File: src/rtl/heartbeat_jam_mode_selector_assert.svh
// ----------------------------------------------------------------------------
// Heartbeat jam mode selector assertion macros
// Clocked, reset-qualified property wrappers shared by the RTL.
// ----------------------------------------------------------------------------
`ifndef HEARTBEAT_JAM_MODE_SELECTOR_ASSERT_SVH
`define HEARTBEAT_JAM_MODE_SELECTOR_ASSERT_SVH

// Same-cycle implication.
`define HJMS_ASSERT_NOW(label, ante, cons, msg) \
   label: assert property (@(posedge clock) disable iff (reset) (ante) |-> (cons)) \
      else $error(msg);

// Next-cycle implication.
`define HJMS_ASSERT_NEXT(label, ante, cons, msg) \
   label: assert property (@(posedge clock) disable iff (reset) (ante) |=> (cons)) \
      else $error(msg);

`endif

File: src/rtl/hjms_pkg.sv
`timescale 1ns / 1ps
// ----------------------------------------------------------------------------
// hjms_pkg
// Codes, field positions and types for the heartbeat jam mode selector.
// ----------------------------------------------------------------------------
package hjms_pkg;

   // request kinds (req_tuser)
   localparam logic CMD_OUTCOME = 1'b0;
   localparam logic CMD_TICK    = 1'b1;

   // policy codes
   localparam logic [1:0] POL_NORMAL  = 2'd0;
   localparam logic [1:0] POL_HOPPING = 2'd1;
   localparam logic [1:0] POL_JAM     = 2'd2;
   localparam logic [1:0] POL_KEEP    = 2'd3;

   // register indexes
   localparam logic [1:0] REG_ACTIVITY = 2'd0;
   localparam logic [1:0] REG_POLICY   = 2'd1;
   localparam logic [1:0] REG_WINDOW   = 2'd2;

   // counter slots
   localparam int CNT_OPP     = 0;
   localparam int CNT_VALID   = 1;
   localparam int CNT_MISSING = 2;
   localparam int CNT_ERRORED = 3;
   localparam int CNT_JAMMED  = 4;
   localparam int NUM_CNT     = 5;

   // fixed field widths
   localparam int TICK_BITS    = 16;
   localparam int WIN_OUT_BITS = 16;
   localparam int SES_OUT_BITS = 32;
   localparam int REQ_DATA_BITS = 8;
   localparam int RSP_DATA_BITS = 248;

   // request tdata bit positions
   localparam int REQ_DETECTED = 0;
   localparam int REQ_VALID    = 1;
   localparam int REQ_NOISY    = 2;
   localparam int REQ_WAVEFORM = 3;

   typedef logic [WIN_OUT_BITS-1:0] win_out_type;
   typedef logic [SES_OUT_BITS-1:0] ses_out_type;

endpackage

File: src/rtl/heartbeat_jam_mode_selector.sv
`timescale 1ns / 1ps
// An accepted request's result is registered in the output register.
// Throughput: one request per cycle; the output register stalls the request side
// only while a result is held and rsp_tready is low.
// Reset (synchronous, active high): mode normal, counters and totals zero,
// activity on, jam-ratio policy, window of ten ticks, output register empty.
// ----------------------------------------------------------------------------
// heartbeat_jam_mode_selector
// Counts heartbeat outcomes per window and picks normal or hopping mode at
// each window end; keeps saturating session totals.
// ----------------------------------------------------------------------------
module heartbeat_jam_mode_selector #(
   parameter int WINDOW_COUNT_BITS  = 16,
   parameter int SESSION_COUNT_BITS = 32
) (
   input  logic                               clock,
   input  logic                               reset,
   // request channel
   input  logic                               req_tvalid,
   output logic                               req_tready,
   // [0] frame_detected, [1] frame_valid, [2] end_noisy, [3] waveform_normal,
   // [7:4] zero
   input  logic [hjms_pkg::REQ_DATA_BITS-1:0] req_tdata,
   // [0] command
   input  logic                               req_tuser,
   // result channel
   output logic                               rsp_tvalid,
   input  logic                               rsp_tready,
   // [0] normal_mode, [1] window_closed, [17:2] win_opportunities,
   // [33:18] win_valid, [49:34] win_missing, [65:50] win_errored,
   // [81:66] win_jammed, [113:82] total_opportunities, [145:114] total_valid,
   // [177:146] total_missing, [209:178] total_errored,
   // [241:210] total_jammed, [247:242] zero
   output logic [hjms_pkg::RSP_DATA_BITS-1:0] rsp_tdata,
   // configuration write channel
   input  logic                               csr_valid,
   output logic                               csr_ready,
   input  logic [1:0]                         csr_index,
   input  logic [hjms_pkg::TICK_BITS-1:0]     csr_data
);
   import hjms_pkg::*;

   localparam int W        = WINDOW_COUNT_BITS;
   localparam int S        = SESSION_COUNT_BITS;
   localparam int SUM_BITS = ((S > W) ? S : W) + 1;
   localparam logic [W-1:0] WIN_MAX = {W{1'b1}};
   localparam logic [S-1:0] SES_MAX = {S{1'b1}};

   // configuration registers
   logic                 activity_ff;
   logic [1:0]           policy_ff;
   logic [TICK_BITS-1:0] window_ff;

   // block state
   logic                 mode_ff, mode_in;
   logic [TICK_BITS-1:0] tick_ff, tick_in;
   logic [W-1:0]         win_ff [NUM_CNT];
   logic [W-1:0]         win_in [NUM_CNT];
   logic [S-1:0]         ses_ff [NUM_CNT];
   logic [S-1:0]         ses_in [NUM_CNT];

   // output register
   logic                 rsp_valid_ff;
   logic                 rsp_mode_ff;
   logic                 rsp_closed_ff;
   logic [W-1:0]         rsp_win_ff [NUM_CNT];
   logic [S-1:0]         rsp_ses_ff [NUM_CNT];

   logic                 req_accept;
   logic                 csr_accept;
   logic                 is_tick;
   logic                 closing;
   logic                 decision;
   logic [TICK_BITS-1:0] tick_next;
   logic [NUM_CNT-1:0]   bump;
   logic [W+1:0]         load;
   logic [SUM_BITS-1:0]  sum [NUM_CNT];

   assign csr_ready  = 1'b1;
   assign csr_accept = csr_valid & csr_ready;

   // pipeline register: free or being emptied this cycle
   assign req_tready = ~rsp_valid_ff | rsp_tready;
   assign req_accept = req_tvalid & req_tready;

   assign is_tick   = (req_tuser == CMD_TICK);
   assign tick_next = tick_ff + TICK_BITS'(1);
   // a zero window behaves as one, since any count is >= 0
   assign closing   = is_tick & activity_ff & (tick_next >= window_ff);

   // outcome classification: opportunity always, then exactly one class
   always_comb begin
      bump = '0;
      if (!is_tick) begin
         bump[CNT_OPP] = 1'b1;
         if (!req_tdata[REQ_DETECTED] || !req_tdata[REQ_VALID]) begin
            if (req_tdata[REQ_NOISY]) begin
               bump[CNT_JAMMED] = 1'b1;
            end else if (!req_tdata[REQ_DETECTED]) begin
               bump[CNT_MISSING] = 1'b1;
            end else begin
               bump[CNT_ERRORED] = 1'b1;
            end
         end else begin
            bump[CNT_VALID] = 1'b1;
         end
      end
   end

   // jam-ratio load, wide enough that it never wraps
   assign load = ({2'b00, win_ff[CNT_JAMMED]} << 1) + {2'b00, win_ff[CNT_MISSING]}
               + {2'b00, win_ff[CNT_ERRORED]};

   always_comb begin
      case (policy_ff)
         POL_NORMAL:  decision = 1'b1;
         POL_HOPPING: decision = 1'b0;
         POL_JAM: begin
            if (win_ff[CNT_OPP] < W'(2)) begin
               decision = req_tdata[REQ_WAVEFORM];
            end else begin
               decision = (load <= {2'b00, win_ff[CNT_OPP]});
            end
         end
         default:     decision = req_tdata[REQ_WAVEFORM];
      endcase
   end

   // next state of counters and totals
   always_comb begin
      for (int k = 0; k < NUM_CNT; k++) begin
         sum[k] = SUM_BITS'(ses_ff[k]) + SUM_BITS'(win_ff[k]);
         if (closing) begin
            win_in[k] = '0;
            ses_in[k] = (sum[k][SUM_BITS-1:S] != '0) ? SES_MAX : sum[k][S-1:0];
         end else begin
            win_in[k] = (bump[k] && win_ff[k] != WIN_MAX) ? win_ff[k] + W'(1) : win_ff[k];
            ses_in[k] = ses_ff[k];
         end
      end
   end

   always_comb begin
      tick_in = tick_ff;
      if (is_tick && activity_ff) begin
         tick_in = closing ? '0 : tick_next;
      end
   end

   // a locked policy write forces the mode straight away
   always_comb begin
      mode_in = mode_ff;
      if (req_accept && closing) begin
         mode_in = decision;
      end
      if (csr_accept && csr_index == REG_POLICY) begin
         if (csr_data[1:0] == POL_NORMAL) begin
            mode_in = 1'b1;
         end else if (csr_data[1:0] == POL_HOPPING) begin
            mode_in = 1'b0;
         end
      end
   end

   always_ff @(posedge clock) begin
      if (reset) begin
         activity_ff <= 1'b1;
         policy_ff   <= POL_JAM;
         window_ff   <= TICK_BITS'(10);
         mode_ff     <= 1'b1;
         tick_ff     <= '0;
         for (int k = 0; k < NUM_CNT; k++) begin
            win_ff[k] <= '0;
            ses_ff[k] <= '0;
         end
      end else begin
         mode_ff <= mode_in;
         if (csr_accept) begin
            case (csr_index)
               REG_ACTIVITY: activity_ff <= csr_data[0];
               REG_POLICY:   policy_ff   <= csr_data[1:0];
               REG_WINDOW:   window_ff   <= csr_data;
               default:      ;
            endcase
         end
         if (req_accept) begin
            tick_ff <= tick_in;
            for (int k = 0; k < NUM_CNT; k++) begin
               win_ff[k] <= win_in[k];
               ses_ff[k] <= ses_in[k];
            end
         end
      end
   end

   // output register
   always_ff @(posedge clock) begin
      if (reset) begin
         rsp_valid_ff <= 1'b0;
      end else if (req_accept) begin
         rsp_valid_ff <= 1'b1;
      end else if (rsp_tready) begin
         rsp_valid_ff <= 1'b0;
      end
   end

   always_ff @(posedge clock) begin
      if (req_accept) begin
         rsp_mode_ff   <= mode_in;
         rsp_closed_ff <= closing;
         for (int k = 0; k < NUM_CNT; k++) begin
            rsp_win_ff[k] <= win_in[k];
            rsp_ses_ff[k] <= ses_in[k];
         end
      end
   end

   // low bits of each count, zero-extended where the counter is narrower
   always_comb begin
      rsp_tdata    = '0;
      rsp_tdata[0] = rsp_mode_ff;
      rsp_tdata[1] = rsp_closed_ff;
      for (int k = 0; k < NUM_CNT; k++) begin
         rsp_tdata[2 + k*WIN_OUT_BITS +: WIN_OUT_BITS] = win_out_type'(64'(rsp_win_ff[k]));
         rsp_tdata[2 + NUM_CNT*WIN_OUT_BITS + k*SES_OUT_BITS +: SES_OUT_BITS] =
            ses_out_type'(64'(rsp_ses_ff[k]));
      end
   end

   assign rsp_tvalid = rsp_valid_ff;

`include "heartbeat_jam_mode_selector_assert.svh"

   `HJMS_ASSERT_NOW(a_closed_clears_window, rsp_valid_ff && rsp_closed_ff, rsp_win_ff[CNT_OPP] == '0, "closed window result shows nonzero count")
   `HJMS_ASSERT_NEXT(a_close_restarts, req_accept && closing, tick_ff == '0 && win_ff[CNT_OPP] == '0, "window did not restart after close")
   `HJMS_ASSERT_NOW(a_classes_within_opp, 1'b1, win_ff[CNT_VALID] <= win_ff[CNT_OPP] && win_ff[CNT_MISSING] <= win_ff[CNT_OPP] && win_ff[CNT_ERRORED] <= win_ff[CNT_OPP] && win_ff[CNT_JAMMED] <= win_ff[CNT_OPP], "class count exceeds opportunities")
   `HJMS_ASSERT_NOW(a_locked_normal, policy_ff == POL_NORMAL, mode_ff == 1'b1, "locked normal policy but hopping mode")
   `HJMS_ASSERT_NOW(a_locked_hopping, policy_ff == POL_HOPPING, mode_ff == 1'b0, "locked hopping policy but normal mode")

endmodule

File: config.mk
export PLATFORM = sky130hd
export DESIGN_NAME = heartbeat_jam_mode_selector
export DESIGN_NICKNAME = d
export VERILOG_FILES = /design/src/rtl/hjms_pkg.sv /design/src/rtl/heartbeat_jam_mode_selector.sv
export VERILOG_INCLUDE_DIRS = /design/src /design/src/rtl
export SDC_FILE = /design/constraint.sdc
export NUM_CORES = 1
export LEC_CHECK = 0
export ABC_AREA = 1
export BUFFER_PORTS_ARGS = -buffer_cell sky130_fd_sc_hd__buf_2
export CORE_MARGIN = 4
export CORE_UTILIZATION = 53
export DETAILED_ROUTE_END_ITERATION = 7
export GPL_TIMING_DRIVEN = 0
export PLACE_DENSITY = 0.72
export SLEW_MARGIN = 20
export SYNTH_ARGS = -nofsm -noshare
export SYNTH_HDL_FRONTEND = slang
export SYNTH_SLANG_ARGS = --single-unit
File: constraint.sdc
create_clock -name clock -period 12.3 [get_ports clock]
set_input_delay 0 -clock clock [delete_from_list [all_inputs] [get_ports clock]]
set_output_delay 0 -clock clock [all_outputs]
set_load 0.01 [all_outputs]
==> results.md <==
* Area of the core at 0.0594 mm2
* Hold buffer count at CTS at 31
* Int Power at 3.35 mW
* Detailed Place HPWL at 73100 um
* Setup repair after global routing missed its margin: false
* Layout net count at 4336
* Power per Cell Area at 127 mW/mm2
* Worst slew margin relative to its limit at 23.9%
* Result of the run: completed
* TritonCTS clock tree: yes
* Largest net degree at the start of global routing at 111
* Layout area overhead at 14.7%
* Clock network fraction of total power at 37.1%
* Hold violation total from the final report at 0
* Class of the tightest hold or removal check: in2reg
* Total number of vias at 27700
* Crit path time final at 4.48 ns
* Most used cells in the layout excluding fill and tap cells: 1049 x nand2_1, 482 x edfxtp_1, 423 x inv_1
* Sum Neg Setup Slack at 0 ns
* Register bit count reported by yosys at 519
* Number of global-route vias before repair at 26000
* Antenna Violating Nets Remaining at 0
* Filler Cell Count at 5129
* Proportion of netlist area held by the largest area contributor at 45.3%
* GRT Overall Usage at 29.3%
* Total DRC errors in the routed layout at 0
* Post-CTS Setup Bufs at 0
* Synthesized area per cell at 8.47 um2
* Die Wd at 254 um
* Distinct cell type count after synthesis at 52
* TritonCTS Sinks at 519
* Net switching share of the total power at 28.1%
* Number of violations of the max-capacitance limit at 0
* Sequential cell area fraction in the yosys report at 47.6%
* Number of H-tree branching levels at 2
* Largest voltage drop on the vdd net at 0.000107 V
* Number of antenna violations at the first check in global routing at 4
* I/O pin count at 283
* Required @ worst endpoint at 12.65 ns
* Fraction of final layout cells with drive strength greater than 1 at 13.6%
* Final Max Tran Viols at 0
* Number of instances in the synthesized netlist at 3778
* Setup Crit Path Kind: reg2reg
* Number of buffers added by the clock tree synthesis step at 55
* Area leader, netlist: edfxtp_1
* Setup violators final at 0
* Capturing element type of the critical path: flip-flop
* Rows at 89
* # port buffers at 270
* Total congestion overflow after global routing at 0
* 1st-pass router iterations at 6
* Signal arrival time at the worst endpoint at 4.83 ns
* Commonest non-fill, non-tap cell in the layout: nand2_1
* Final std cells w/o fill at 4964
* CP Launch Type: flip-flop
* Initial standard-cell utilization of the core at 53.9%
* CTS max path bufs at 3
* Clk pin slew, worst setup/hold paths at 0.06 ns
* Resized Gates After CTS at 0
* Final cycle utilization of the critical path at 36.4%
* Routed WL per cell at 19.4 um
* Root Buffer: clkbuf_16
* Top post-synthesis cells by area: edfxtp_1 45%, nand2_1 12%, ha_1 5.3%, inv_1 5.0%, a21oi_1 4.2%
* Chip height at 254 um
* Leakage power summed over all cells at 16.6 nW
* Register share of total power at 46.8%
* Total Wirelength at 96200 um
* Routability-driven placement congestion ratio at 0.961
* Critical Path Fanout Max at 10
* Clock latency of the later-clocked register in the worst-skew pair at 0.62 ns
* # placed instances at 4833
* Max Fclk at 223 MHz
* Psw at 1.31 mW
* Warnings, synthesis at 0
* Average via count per standard cell at 5.59
* Iteration-0 DRC Markers at 2573
* Cell area after synthesis at 0.0320 mm2
* Wire length of the first global-routing pass at 147000 um
* Pin slew with the least headroom to its limit at 1.14 ns
* Area of the die at 0.0643 mm2
* Combinational cell fraction of total power at 16.1%
* Final Skew at 0.0137 ns
## routing by layer
| metal | GRT usage (%) | wire [um] |
|---|---|---|
| met4 | 9.78 | 3640 |
| met1 | 41.9 | 41900 |
| met2 | 46.1 | 43200 |
| met5 | 0 | 13 |
| met3 | 4.35 | 7450 |
## sequential cells by signal, summed over array words and instances (netlist names)
register and count:
tick_ff 16, mode_ff 1, win_ff 80, ses_ff 160, rsp_ses_ff 160, policy_ff 2
rsp_closed_ff 1, activity_ff 1, rsp_mode_ff 1, window_ff 16, rsp_win_ff 80, rsp_tvalid 1
## area by class of cell
type	instances	area [um2]	share of cell area [%]
sequential	519	15200	41.5
multi-input combinational	2718	14600	39.7
timing repair buffer	308	1840	5.01
inverter	440	1660	4.54
clock buffer	63	1450	3.95
tap	773	967	2.64
buffer	106	569	1.55
clock inverter	36	402	1.10
antenna	1	2.50	0.00682
## final timing paths
kind / start / to / slack, ns / cells after the start
max reg2reg: tick_ff[0] / rsp_win_ff[0][9] / 7.82 / 21
max: tick_ff[0] / rsp_win_ff[0][9] / 7.82 / 21
min: req_tuser / tick_ff[3] / 0.05 / 5
min reg2reg: window_ff[11] / window_ff[11] / 0.46 / 2
## power groups by stage
| stage | Sequential (mW) | Clock [mW] | Combinational, mW |
|---|---|---|---|
| final | 2.18 | 1.73 | 0.749 |
| after global routing | 2.19 | 1.83 | 0.831 |
| after global placement | 2.25 | 0 | 0.709 |
| after detailed placement | 2.21 | 0 | 0.728 |
| after floorplan | 2.23 | 0 | 0.470 |
| after CTS | 2.18 | 1.76 | 0.741 |
## metrics by stage
step / utilization, % / hold slack [ns] / power [mW] / cell area, um2 / setup WS, ns
6_report: 61.8 / 0.0451 / 4.66 / 36700 / 7.82
5_1_grt: 61.8 / 0.0804 / 4.85 / 36700 / 7.51
4_1_cts: 61.8 / 0.00190 / 4.68 / 36700 / 7.93
3_5_place_dp: 58.2 / 0.242 / 2.94 / 34500 / 7.95
3_3_place_gp: 57.8 / 0.230 / 2.95 / 34300 / 2.08
2_1_floorplan: - / 0.127 / 2.70 / 32000 / 5.35
## logic make-up after synthesis
kind of cell | after synthesis | share of synthesized area [%]
compound gates | 490 | 8.48
xor+xnor | 164 | 4.49
fa+ha+maj | 156 | 6.60
buf+inv | 546 | 6.96
flops | 519 | 47.6
other cells | 2 | 0.0235
simple gates | 1901 | 25.9
## worst max-delay path: stages, from the launching register on
cell and delay, ns:
dfxtp_1 0.42, ha_1 0.22, nand2_1 0.07, nor2_1 0.15
nand3_1 0.13, nor2_1 0.16, nand4_1 0.16, nor3_1 0.21
xnor2_1 0.15, clkinv_1 0.11, ha_1 0.28, nand2_1 0.07
inv_1 0.04, nand3_1 0.09, inv_1 0.05, a21oi_1 0.23
nand3_2 0.18, nand2_4 0.27, inv_4 0.17, buf_2 0.24
buf_2 0.27, nor3_1 0.54
## Yosys cell counts, drive strengths merged
library cell  number
a31oi              9
a22oi              1
dfxtp             37
ha               135
nand3b             6
nand2           1084
edfxtp           482
nor4              35
a211oi             2
nand3            267
a21o              12
buf               68
and3               3
clkbuf            38
fa                21
xnor2             54
o21a               5
inv              439
conb               2
o211ai             4
nor3             139
and2               1
clkinv             1
xor2             110
or3                2
nand4             45
o21bai             9
o21ai            151
or2               10
o22ai              3
nor2             309
a21boi             1
a21oi            293
(Power assumes the default switching activity.)
